`config.mk`:
```
export PLATFORM = sky130hd
export DESIGN_NAME = postfix_byte_formula_evaluator
export DESIGN_NICKNAME = d
export VERILOG_FILES = /design/src/rtl/core/pbfe_pkg.sv /design/src/rtl/core/pbfe_div.sv /design/src/rtl/core/pbfe_dp.sv /design/src/rtl/core/pbfe_ctrl.sv /design/src/rtl/core/postfix_byte_formula_evaluator.sv
export SDC_FILE = /design/constraint.sdc
export NUM_CORES = 2
export LEC_CHECK = 0
export ABC_AREA = 1
export BUFFER_PORTS_ARGS = -buffer_cell sky130_fd_sc_hd__buf_2
export CAP_MARGIN = 25
export CELL_PAD_IN_SITES_DETAIL_PLACEMENT = 1
export CELL_PAD_IN_SITES_GLOBAL_PLACEMENT = 2
export CORE_MARGIN = 3
export CORE_UTILIZATION = 30
export CTS_CLUSTER_DIAMETER = 100
export DETAILED_ROUTE_END_ITERATION = 10
export PLACE_DENSITY_LB_ADDON = 0.1
export SYNTH_ARGS = -nofsm -noshare
export SYNTH_HDL_FRONTEND = slang
export SYNTH_SLANG_ARGS = --single-unit
```
`constraint.sdc`:
```
create_clock -name clk -period 10.3 [get_ports clk]
set_input_delay 2.575 -clock clk [delete_from_list [all_inputs] [get_ports clk]]
set_output_delay 2.575 -clock clk [all_outputs]
set_load 0.005 [all_outputs]
```
`src/rtl/core/pbfe_pkg.sv`:
```
// Shared types and constants for the postfix byte formula evaluator.
// Used by every module of the block but pbfe_div; depends on nothing.
`timescale 1ns / 1ps

package pbfe_pkg;

	localparam logic       REQ_LOAD   = 1'b0;
	localparam logic       REQ_EVAL   = 1'b1;

	localparam logic [2:0] KIND_OP    = 3'd4;
	localparam logic [2:0] KIND_CONST = 3'd5;

	localparam logic [1:0] OP_ADD     = 2'd0;
	localparam logic [1:0] OP_SUB     = 2'd1;
	localparam logic [1:0] OP_MUL     = 2'd2;
	localparam logic [1:0] OP_DIV     = 2'd3;

	localparam logic [1:0] EVAL_OK    = 2'd0;
	localparam logic [1:0] EVAL_UNDER = 2'd1;
	localparam logic [1:0] EVAL_DIVZ  = 2'd2;
	localparam logic [1:0] EVAL_DEPTH = 2'd3;

	typedef struct packed {
		logic               req_type;
		logic [3:0]         token_index;
		logic [2:0]         token_kind;
		logic [1:0]         token_op;
		logic signed [31:0] token_value;
		logic [7:0]         byte_a;
		logic [7:0]         byte_b;
		logic [7:0]         byte_c;
		logic [7:0]         byte_d;
	} req_item_t;

	typedef struct packed {
		logic signed [31:0] result_value;
		logic [1:0]         eval_status;
	} rsp_item_t;

	typedef struct packed {
		logic [2:0]  kind;
		logic [1:0]  op;
		logic [31:0] value;
	} token_t;

	typedef enum logic [2:0] {
		S_IDLE,
		S_FETCH,
		S_EXEC,
		S_DIV,
		S_FINISH
	} state_t;

	typedef struct packed {
		logic       load;
		logic       start;
		logic       push;
		logic       alu;
		logic       div_start;
		logic       div_commit;
		logic       advance;
		logic       err_set;
		logic [1:0] err_code;
		logic       finish;
	} dp_cmd_t;

	typedef struct packed {
		logic [2:0] kind;
		logic [1:0] op;
		logic       pc_end;
		logic       depth_lt2;
		logic       rhs_zero;
		logic       div_done;
	} dp_status_t;

endpackage

```
`src/rtl/core/pbfe_div.sv`:
```
// Iterative signed divider, one quotient bit per cycle, truncating toward zero.
// Depends on nothing beyond the clock and reset.
`timescale 1ns / 1ps

module pbfe_div (
	input  logic        clk,
	input  logic        arst_n,
	input  logic        start,
	input  logic [31:0] dividend,
	input  logic [31:0] divisor,
	output logic        done,
	output logic [31:0] quotient
);

	logic [31:0] rem_q;
	logic [31:0] quo_q;
	logic [31:0] den_q;
	logic        neg_q;
	logic [4:0]  cnt_q;
	logic        busy_q;
	logic        done_q;
	logic [32:0] shifted;
	logic [32:0] diff;

	assign shifted  = {rem_q, quo_q[31]};
	assign diff     = shifted - {1'b0, den_q};
	assign done     = done_q;
	assign quotient = neg_q ? (32'd0 - quo_q) : quo_q;

	always_ff @(posedge clk or negedge arst_n) begin
		if (!arst_n) begin
			busy_q <= 1'b0;
			done_q <= 1'b0;
			cnt_q  <= '0;
		end else if (start) begin
			busy_q <= 1'b1;
			done_q <= 1'b0;
			cnt_q  <= '0;
		end else if (busy_q) begin
			cnt_q <= cnt_q + 5'd1;
			if (cnt_q == 5'd31) begin
				busy_q <= 1'b0;
				done_q <= 1'b1;
			end
		end
	end

	always_ff @(posedge clk) begin
		if (start) begin
			neg_q <= dividend[31] ^ divisor[31];
			quo_q <= dividend[31] ? (32'd0 - dividend) : dividend;
			den_q <= divisor[31] ? (32'd0 - divisor) : divisor;
			rem_q <= '0;
		end else if (busy_q) begin
			if (!diff[32]) begin
				rem_q <= diff[31:0];
				quo_q <= {quo_q[30:0], 1'b1};
			end else begin
				rem_q <= shifted[31:0];
				quo_q <= {quo_q[30:0], 1'b0};
			end
		end
	end

endmodule

```
`src/rtl/core/pbfe_dp.sv`:
```
// Datapath: program store, value stack with top in a register, ALU, divider
// and response register. Depends on pbfe_pkg and pbfe_div.
`timescale 1ns / 1ps

module pbfe_dp import pbfe_pkg::*; #(
	parameter int MAX_TOKENS = 16
) (
	input  logic       clk,
	input  logic       arst_n,
	input  dp_cmd_t    cmd,
	input  req_item_t  req_data,
	input  logic       cfg_we,
	input  logic [4:0] cfg_wdata,
	output dp_status_t status,
	output rsp_item_t  rsp_data
);

	localparam int IDX_W = (MAX_TOKENS > 1) ? $clog2(MAX_TOKENS) : 1;
	localparam int CNT_W = $clog2(MAX_TOKENS + 1);

	token_t            prog_mem [MAX_TOKENS];
	token_t            prog_rd_q;
	logic [31:0]       stk_mem [MAX_TOKENS];
	logic [31:0]       stk_rd_q;
	logic [4:0]        plen_q;
	logic [CNT_W-1:0]  len_q;
	logic [CNT_W-1:0]  pc_q;
	logic [CNT_W-1:0]  depth_q;
	logic [CNT_W-1:0]  depth_m1;
	logic [CNT_W-1:0]  depth_m2;
	logic [CNT_W-1:0]  len_sat;
	logic [7:0]        byte_q [4];
	logic [31:0]       tos_q;
	logic [1:0]        err_q;
	rsp_item_t         rsp_q;
	logic              idx_ok;
	logic              push_ok;
	logic              push_wr;
	logic [31:0]       push_val;
	logic [31:0]       alu_res;
	logic [31:0]       div_quo;
	logic              div_done;

	assign idx_ok   = {28'd0, req_data.token_index} < 32'(MAX_TOKENS);
	assign depth_m1 = depth_q - CNT_W'(1);
	assign depth_m2 = depth_q - CNT_W'(2);
	assign push_ok  = cmd.push && (32'(depth_q) < 32'(MAX_TOKENS));
	assign push_wr  = push_ok && (depth_q != '0);
	assign len_sat  = ({27'd0, plen_q} > 32'(MAX_TOKENS)) ? CNT_W'(MAX_TOKENS) : CNT_W'(plen_q);

	always_comb begin
		if (prog_rd_q.kind < KIND_OP) begin
			push_val = {24'd0, byte_q[prog_rd_q.kind[1:0]]};
		end else begin
			push_val = prog_rd_q.value;
		end
	end

	always_comb begin
		unique case (prog_rd_q.op)
			OP_ADD:  alu_res = stk_rd_q + tos_q;
			OP_SUB:  alu_res = stk_rd_q - tos_q;
			OP_MUL:  alu_res = stk_rd_q * tos_q;
			default: alu_res = stk_rd_q;
		endcase
	end

	pbfe_div u_div (
		.clk      (clk),
		.arst_n   (arst_n),
		.start    (cmd.div_start),
		.dividend (stk_rd_q),
		.divisor  (tos_q),
		.done     (div_done),
		.quotient (div_quo)
	);

	always_ff @(posedge clk) begin
		if (cmd.load && idx_ok) begin
			prog_mem[IDX_W'(req_data.token_index)] <= '{
				kind:  req_data.token_kind,
				op:    req_data.token_op,
				value: req_data.token_value
			};
		end
		prog_rd_q <= prog_mem[pc_q[IDX_W-1:0]];
	end

	always_ff @(posedge clk) begin
		if (push_wr) begin
			stk_mem[depth_m1[IDX_W-1:0]] <= tos_q;
		end
		stk_rd_q <= stk_mem[depth_m2[IDX_W-1:0]];
	end

	always_ff @(posedge clk or negedge arst_n) begin
		if (!arst_n) begin
			plen_q  <= '0;
			len_q   <= '0;
			pc_q    <= '0;
			depth_q <= '0;
			err_q   <= EVAL_OK;
		end else begin
			if (cfg_we) begin
				plen_q <= cfg_wdata;
			end
			if (cmd.start) begin
				len_q   <= len_sat;
				pc_q    <= '0;
				depth_q <= '0;
				err_q   <= EVAL_OK;
			end else begin
				if (cmd.advance) begin
					pc_q <= pc_q + CNT_W'(1);
				end
				if (push_ok) begin
					depth_q <= depth_q + CNT_W'(1);
				end else if (cmd.alu || cmd.div_commit) begin
					depth_q <= depth_m1;
				end
				if (cmd.err_set) begin
					err_q <= cmd.err_code;
				end
			end
		end
	end

	always_ff @(posedge clk) begin
		if (cmd.start) begin
			byte_q[0] <= req_data.byte_a;
			byte_q[1] <= req_data.byte_b;
			byte_q[2] <= req_data.byte_c;
			byte_q[3] <= req_data.byte_d;
		end
		if (push_ok) begin
			tos_q <= push_val;
		end else if (cmd.alu) begin
			tos_q <= alu_res;
		end else if (cmd.div_commit) begin
			tos_q <= div_quo;
		end
		if (cmd.finish) begin
			if (err_q != EVAL_OK) begin
				rsp_q.result_value <= '0;
				rsp_q.eval_status  <= err_q;
			end else if (32'(depth_q) != 32'd1) begin
				rsp_q.result_value <= '0;
				rsp_q.eval_status  <= EVAL_DEPTH;
			end else begin
				rsp_q.result_value <= tos_q;
				rsp_q.eval_status  <= EVAL_OK;
			end
		end
	end

	assign rsp_data         = rsp_q;
	assign status.kind      = prog_rd_q.kind;
	assign status.op        = prog_rd_q.op;
	assign status.pc_end    = (pc_q == len_q);
	assign status.depth_lt2 = 32'(depth_q) < 32'd2;
	assign status.rhs_zero  = (tos_q == 32'd0);
	assign status.div_done  = div_done;

endmodule

```
`src/rtl/core/pbfe_ctrl.sv`:
```
// Controller: sequences loads and token-by-token evaluation, owns the handshakes.
// Depends on pbfe_pkg.
`timescale 1ns / 1ps

module pbfe_ctrl import pbfe_pkg::*; (
	input  logic       clk,
	input  logic       arst_n,
	input  logic       req_valid,
	input  logic       req_type,
	output logic       req_ready,
	output logic       rsp_valid,
	input  logic       rsp_ready,
	input  dp_status_t status,
	output dp_cmd_t    cmd
);

	state_t state_q;
	state_t state_nxt;
	logic   rsp_valid_q;
	logic   slot_free;

	assign slot_free = !rsp_valid_q || rsp_ready;
	assign rsp_valid = rsp_valid_q;

	always_comb begin
		state_nxt = state_q;
		unique case (state_q)
			S_IDLE: begin
				if (req_valid && (req_type == REQ_EVAL)) begin
					state_nxt = S_FETCH;
				end
			end
			S_FETCH: begin
				state_nxt = status.pc_end ? S_FINISH : S_EXEC;
			end
			S_EXEC: begin
				state_nxt = S_FETCH;
				if (status.kind == KIND_OP) begin
					priority if (status.depth_lt2) begin
						state_nxt = S_FINISH;
					end else if (status.op == OP_DIV) begin
						state_nxt = status.rhs_zero ? S_FINISH : S_DIV;
					end
				end
			end
			S_DIV: begin
				if (status.div_done) begin
					state_nxt = S_FETCH;
				end
			end
			S_FINISH: begin
				if (slot_free) begin
					state_nxt = S_IDLE;
				end
			end
			default: state_nxt = S_IDLE;
		endcase
	end

	always_comb begin
		cmd       = '0;
		req_ready = 1'b0;
		unique case (state_q)
			S_IDLE: begin
				req_ready = 1'b1;
				cmd.load  = req_valid && (req_type == REQ_LOAD);
				cmd.start = req_valid && (req_type == REQ_EVAL);
			end
			S_EXEC: begin
				priority if (status.kind < KIND_OP || status.kind == KIND_CONST) begin
					cmd.push    = 1'b1;
					cmd.advance = 1'b1;
				end else if (status.kind == KIND_OP) begin
					priority if (status.depth_lt2) begin
						cmd.err_set  = 1'b1;
						cmd.err_code = EVAL_UNDER;
					end else if (status.op == OP_DIV) begin
						if (status.rhs_zero) begin
							cmd.err_set  = 1'b1;
							cmd.err_code = EVAL_DIVZ;
						end else begin
							cmd.div_start = 1'b1;
						end
					end else begin
						cmd.alu     = 1'b1;
						cmd.advance = 1'b1;
					end
				end else begin
					cmd.advance = 1'b1;
				end
			end
			S_DIV: begin
				cmd.div_commit = status.div_done;
				cmd.advance    = status.div_done;
			end
			S_FINISH: begin
				cmd.finish = slot_free;
			end
			default: begin
				cmd = '0;
			end
		endcase
	end

	always_ff @(posedge clk or negedge arst_n) begin
		if (!arst_n) begin
			state_q     <= S_IDLE;
			rsp_valid_q <= 1'b0;
		end else begin
			state_q <= state_nxt;
			if (cmd.finish) begin
				rsp_valid_q <= 1'b1;
			end else if (rsp_ready) begin
				rsp_valid_q <= 1'b0;
			end
		end
	end

endmodule

```
`src/rtl/core/postfix_byte_formula_evaluator.sv`:
```
// Top level of the postfix byte formula evaluator: controller plus datapath.
// Depends on pbfe_pkg, pbfe_ctrl, pbfe_dp and pbfe_div.
`timescale 1ns / 1ps

// A load transaction writes one program token and returns nothing. An
// evaluate transaction runs the first cfg_wdata-programmed number of tokens,
// capped at MAX_TOKENS and stopping at the first error, over a value stack
// with 32-bit wrapping arithmetic and returns one response. Each token passes
// through a fetch state, for the registered program memory read, and an
// execute state; a division adds the radix-2 divider, one quotient bit per
// cycle, and then a commit of the quotient. A finished response waits in its
// own register, so the next transaction is accepted while it is pending; an
// evaluation that ends while that register is still held waits in its last
// state until the receiver takes the earlier response.

module postfix_byte_formula_evaluator import pbfe_pkg::*; #(
	parameter int MAX_TOKENS = 16
) (
	input  logic       clk,
	input  logic       arst_n,
	input  logic       req_valid,
	output logic       req_ready,
	input  req_item_t  req_data,
	output logic       rsp_valid,
	input  logic       rsp_ready,
	output rsp_item_t  rsp_data,
	input  logic       cfg_we,
	input  logic [4:0] cfg_wdata
);

	dp_cmd_t    cmd;
	dp_status_t status;

	pbfe_ctrl u_ctrl (
		.clk       (clk),
		.arst_n    (arst_n),
		.req_valid (req_valid),
		.req_type  (req_data.req_type),
		.req_ready (req_ready),
		.rsp_valid (rsp_valid),
		.rsp_ready (rsp_ready),
		.status    (status),
		.cmd       (cmd)
	);

	pbfe_dp #(
		.MAX_TOKENS (MAX_TOKENS)
	) u_dp (
		.clk       (clk),
		.arst_n    (arst_n),
		.cmd       (cmd),
		.req_data  (req_data),
		.cfg_we    (cfg_we),
		.cfg_wdata (cfg_wdata),
		.status    (status),
		.rsp_data  (rsp_data)
	);

endmodule

```
# Yosys cells after proc, flatten, opt, wreduce, memory -nomap -nowiden
# Memory sizes are Yosys's and may differ from the RTL's. A register that Yosys moved wholly into a read port is not among the register bits.
# Index checks and enable logic that the tools add are counted.
[classes]
n_addsub = 11
n_mul = 1
magnitude_cmp = 4
n_eq_ne = 15
muxes = 69
bitwise = 2
n_reduce_logical = 23
[op_table]
columns = ["operator", "count"]
rows = [
  ["$mux 32", 9],
  ["$pmux 32 s3", 1],
  ["$sub 1x32->32 const A", 3],
  ["$mux 3", 15],
  ["$mux 5", 8],
  ["$sub 33x32->33", 1],
  ["$add 32x32->32", 1],
  ["$logic_not 32->1", 1],
  ["$mul 32x32->32", 1],
  ["$sub 32x32->32", 1],
  ["$mux 31", 1],
  ["$mux 1", 25],
  ["$mux 2", 8],
  ["$add 5x1->5 const B", 3],
  ["$pmux 3 s5", 1],
  ["$reduce_bool 2->1", 6],
  ["$eq 3x3->1 const B", 3],
  ["$eq 3x2->1 const B", 2],
  ["$ne 2x1->1 const B", 3],
  ["$reduce_bool 3->1", 2],
  ["$eq 5x5->1", 1],
  ["$eq 5x5->1 const B", 1],
  ["$gt 5x5->1 const B", 1],
  ["$lt 5x2->1 const B", 1],
  ["other kinds (20)", 26],
]
[word_totals]
reg_bits = 196
mem_bits_rw = 1136
out_inout_bits = 36
word_cells = 146
memories = 3
[mem_list]
columns = ["memory", "depth", "width", "read_ports", "rd_clocked_by_memory_dff", "wr", "line_no", "source"]
rows = [
  ["u_dp.prog_mem", 16, 37, 1, 1, 1, "pbfe_dp.sv:21", "token_t prog_mem [MAX_TOKENS];"],
  ["u_dp.stk_mem", 16, 32, 1, 1, 1, "pbfe_dp.sv:23", "logic [31:0] stk_mem [MAX_TOKENS];"],
  ["u_dp.byte_q", 4, 8, 1, 0, 4, "pbfe_dp.sv:32", "logic [7:0] byte_q [4];"],
]

# Depth between registers and ports, before layout
[logic_depth]
depth_word = 11
ltp_mapped = 41
mapped_depth_nobuf = 39

# Hierarchy
# Synthesis repeated with hierarchy kept, for this count alone.
[hier_totals]
cells_unflattened = 8013
area_unflattened_um2 = 78670.5
[by_module_without_submodules]
columns = ["mod", "n_inst", "cells_per_inst", "area_per_inst_um2"]
rows = [
  ["pbfe_dp", 1, 6485, 69115.0],
  ["pbfe_div", 1, 1462, 9152.5],
  ["pbfe_ctrl", 1, 66, 402.9],
]

# Least setup slack after synthesis
# Ideal clock, no wire load.
[synth_path]
path_type = "reg-to-reg"
from = "reg u_dp.tos_q[4]"
to = "reg u_dp.tos_q[31] (data pin)"
t_arrival_ps = 6855
required_time_ps = 10047
slack_ps = 3192
path_stages_with_launch = 34
path_buffers = 3
synth_period_minus_slack_ps = 7108
path_cell_list = "edfxtp_1 > clkbuf_1 > clkbuf_1 > clkbuf_1 > nand2_1 > fa_1 > inv_1 > fa_1 > inv_1 > fa_1 > inv_1 > fa_1 > fa_1 > inv_1 > fa_1 > inv_1 > fa_1 > fa_1 > ha_1 > inv_1 > nor3_1 > nand2_1 > nor3_1 > nand2_1 > inv_1 > nor2_1 > inv_1 > nand3_1 > nand3_1 > nand2_1 > nand2_1 > nand2_1 > nand2_1 > nand2_1"
[synth_via]
elab_chain_cells = 4
[synth_rtl]
columns = ["item", "line_no", "source"]
rows = [
  ["from (decl)", "pbfe_dp.sv:33", "logic [31:0] tos_q;"],
  ["from (signal assigned)", "pbfe_dp.sv:136", "tos_q <= push_val;"],
  ["from (signal assigned)", "pbfe_dp.sv:138", "tos_q <= alu_res;"],
  ["from (signal assigned)", "pbfe_dp.sv:140", "tos_q <= div_quo;"],
  ["$mul 32x32->32 (tied with other cells)", "pbfe_dp.sv:63", "OP_MUL: alu_res = stk_rd_q * tos_q;"],
  ["$pmux 32 s3 (*)", "pbfe_dp.sv:60", "unique case (prog_rd_q.op)"],
  ["$mux 32 (*)", "pbfe_dp.sv:137", "end else if (cmd.alu) begin"],
  ["$mux 32 (*)", "pbfe_dp.sv:135", "if (push_ok) begin"],
]
# Mark *: on every way between the ends. The rest lies on a longest branch, timed or not.
# A chain may end at the register's enable or synchronous reset.

# Final worst setup path
[layout_path]
from = "reg u_dp.tos_q[6]"
to = "reg u_dp.tos_q[19] (data pin)"
# Same word-level chain as after synthesis.

==> flow_metrics.tcl <==
set metrics [dict create \
    period_minus_slack_ps 8560 \
    grt_max_degree 226 \
    slowest_delay_ps 970 \
    tritoncts "yes" \
    routed_via_density 5.00 \
    synthArstFlopShare_pct 2.36 \
    fmax_mhz 117 \
    synth-main-ff-cell "edfxtp_1" \
    overflow 0 \
    syn_nets 8258 \
    hpwl_um 189000 \
    drtPass1Iterations 7 \
    root_buffer "clkbuf_16" \
    final-hold-violation-count 0 \
    numCtsBuffers 168 \
    critPathBufInv 4 \
    outcome "complete, no violations" \
    synth_area_um2 77300 \
    hold_path.class "register to register" \
    cts_setup_buffers 0 \
    rsz0062_at_grt "false" \
    grt_pass1_vias 58700 \
    syn_area_per_cell_um2 10.2 \
    holdCritStartpoint "u_dp.u_div.rem_q[22]" \
    rr_endpoint "u_dp.tos_q[19]" \
    clkTransAtPathRegs_ps 60 \
    yosysWarningCount 0 \
    worst_r2r_path_depth 23 \
    die_w_um 514 \
    routedWlPerCell_um 26.1 \
    tightest_slew_ps 1140 \
    ys_types 62 \
    critical_path.endpoint_type "register" \
    crit_top_cell "fa_1" \
    crit_type "register to register" \
    drv_slew 0 \
    hold_depth 2 \
    num_vias 55500 \
    drive_above_1_share_pct 8.38 \
    ys_seq_area_share_pct 52.9 \
    start_kind "register" \
    ys_seq_elements 1401 \
    initial_core_util_pct 30.3 \
    layout.nets 8293 \
    synth_top_area_share_pct 49.2 \
    drc 0 \
    post_cts_resized 0 \
    drt-initial-drc-count 3852 \
    hold_path_end "u_dp.u_div.rem_q[22]" \
    core_um2 255000 \
    dieHeight_um 514 \
    antenna_found_initial 29 \
    worstPathCellList "buf_4 > nand2_1 > inv_1 > fa_1 > fa_1 > fa_1 > inv_1 > fa_1 > inv_1 > fa_1 > ha_1 > fa_1 > fa_1 > ha_1 > a21oi_1 > nand2_1 > o21bai_1 > a21oi_1 > o21ai_0 > o21ai_0 > a31oi_1 > o21ai_0 > nand2_1" \
    track_usage_pct 21.9 \
    drtAntennaViolNets 0 \
    routed_wl_um 290000 \
    synth_top_cells_by_area "edfxtp_1 (49%), fa_1 (11%), nand2_1 (6.7%)" \
    fin_setup_tns_ps 0 \
    critPathRequiredTime_ps 10860 \
    path_max_fanout 17 \
    final.period_utilization_pct 83.1 \
    fp-row-count 185 \
    cts_max_level 4 \
    cts.sinks 1401 \
    grt_pass1_wl_um 423000 \
    synth_edf_count 1267 \
    hold_buffers 0 \
    regToRegSetupSlack_ps 1740 \
    gp_congestion 0.823 \
    port-buffer-count 119 \
    critPathSlowestCell "edfxtp_1" \
    arrival_ps 9120 \
    syn2layout_area_growth_pct 13.4 \
    slew_headroom_pct 23.9 \
    cts_buffer_depth 3 \
    setup_viol 0 \
    netlist_instances 7561 \
    yosysTopAreaCell "edfxtp_1" \
    finClkSkew_ps 71.2 \
    num_io_pins 120 \
    clk_latency_ps 850 \
    dieArea_um2 264000 \
    path_delay_family "adder cells" \
    drv_cap 0 \
    r2r_start "u_dp.tos_q[6]" \
]
-- synthesized netlist by cell type, types with 8 or more instances --
master,instances
fa_1,410
xor2_1,84
clkbuf_1,338
nor2_1,848
nand2_1,1385
or2_2,16
inv_2,11
a21oi_1,188
edfxtp_1,1267
a31oi_1,10
a21boi_0,10
o21ai_0,619
o21ai_1,14
nor4_1,8
xnor2_1,40
nand3b_1,11
o32ai_1,88
ha_1,203
nor3_1,52
buf_1,51
dfxtp_1,101
inv_1,1016
a21o_1,13
buf_2,17
dfrtp_1,33
nand4_1,52
nor2_2,8
o211ai_1,65
o22ai_1,38
mux2i_1,61
nor3_2,9
o21bai_1,15
o221ai_1,160
buf_4,9
nand3_1,241
o21a_1,10
-- kinds of logic after synthesis --
group                    count (synthesis)  share of synthesized area (%)
XOR/XNOR                               124                           1.40
AND/OR/NAND/NOR                       2652                           13.9
buffers and inverters                 1450                           7.14
adder cells (fa/ha/maj)                613                           13.9
multiplexers                            64                          0.833
AO/OA/AOI/OAI                         1257                           9.93
flip-flops                            1401                           52.9
-- layout by cell type, fill, tap and decap left out, types with 25 or more instances in the layout --
cell type and count:
edfxtp_1 1267, inv_1 1010, nand4_1 52, fa_1 410
nor2_1 812, clkbuf_1 50, nand2_1 1383, o22ai_1 38
o32ai_1 88, o21ai_0 616, dfrtp_1 28, nor3_1 52
xnor2_1 40, clkbuf_16 170, buf_2 119, o211ai_1 65
ha_1 202, dfxtp_1 93, mux2i_1 61, a21oi_1 187
buf_4 157, clkinv_1 25, nor2_4 40, nand3_1 241
o221ai_1 160, xor2_1 84
-- worst max-delay path by stage --
stage,startpoint,cells after the start,to
2_1_floorplan,u_dp.tos_q[4],33,u_dp.tos_q[31]
3_3_place_gp,u_dp.tos_q[6],23,u_dp.tos_q[19]
3_5_place_dp,u_dp.tos_q[6],23,u_dp.tos_q[19]
4_1_cts,u_dp.tos_q[6],23,u_dp.tos_q[19]
5_1_grt,u_dp.tos_q[6],23,u_dp.tos_q[19]
6_report,u_dp.tos_q[6],23,u_dp.tos_q[19]
-- through the flow --
stage / cell area, um^2 / setup slack (ps) / instances / util [%] / hold slack (ps)
after CTS: 87600 / 1860 / 11100 / 34.3 / 481
after global routing: 87700 / 1540 / 11100 / 34.3 / 499
after global placement: 82100 / 1820 / 10800 / 32.1 / 467
after detailed placement: 82100 / 1930 / 10800 / 32.2 / 469
after floorplan: 77300 / 3190 / 7561 / - / 447
final: 87700 / 1740 / 11100 / 34.3 / 478
-- tightest hold or removal path: cells and delay by family (launching register included) --
| family | cells | cell delay, ps |
|---|---|---|
| flops | 1 | 320 |
| simple gates | 2 | 110 |
-- flip-flops by register name, summed over array words and instances (netlist names), 32 cells and up --
name / count
u_dp.byte_q: 32
u_dp.prog_mem: 592
u_dp.prog_rd_q: 32
u_dp.rsp_data: 34
u_dp.stk_mem: 512
u_dp.stk_rd_q: 32
u_dp.tos_q: 32
u_dp.u_div.den_q: 32
u_dp.u_div.quo_q: 32
u_dp.u_div.rem_q: 32
-- layer usage --
metal  routed length, um  vias to the layer above  global-route usage [%]
met2              136000                      966                    36.0
met5                 111                        -                       0
met3               10300                      300                    2.76
met1              138000                    28800                    30.9
met4                5620                       18                    4.47
li1                    -                    25500                       -
-- layout make-up --
type                            instances  area, um^2
Fill cell                           28300      168000
Sequential cell                      1401       40900
Multi-Input combinational cell       4710       31200
Clock buffer                          234        4630
Tap cell                             3366        4210
Inverter                             1032        3890
Timing Repair Buffer                  283        1910
Clock inverter                         76         908
Antenna cell                            8        20.0
Power is not shown: default switching activity piles up to over one toggle a cycle in this logic, so the estimate is an artifact.
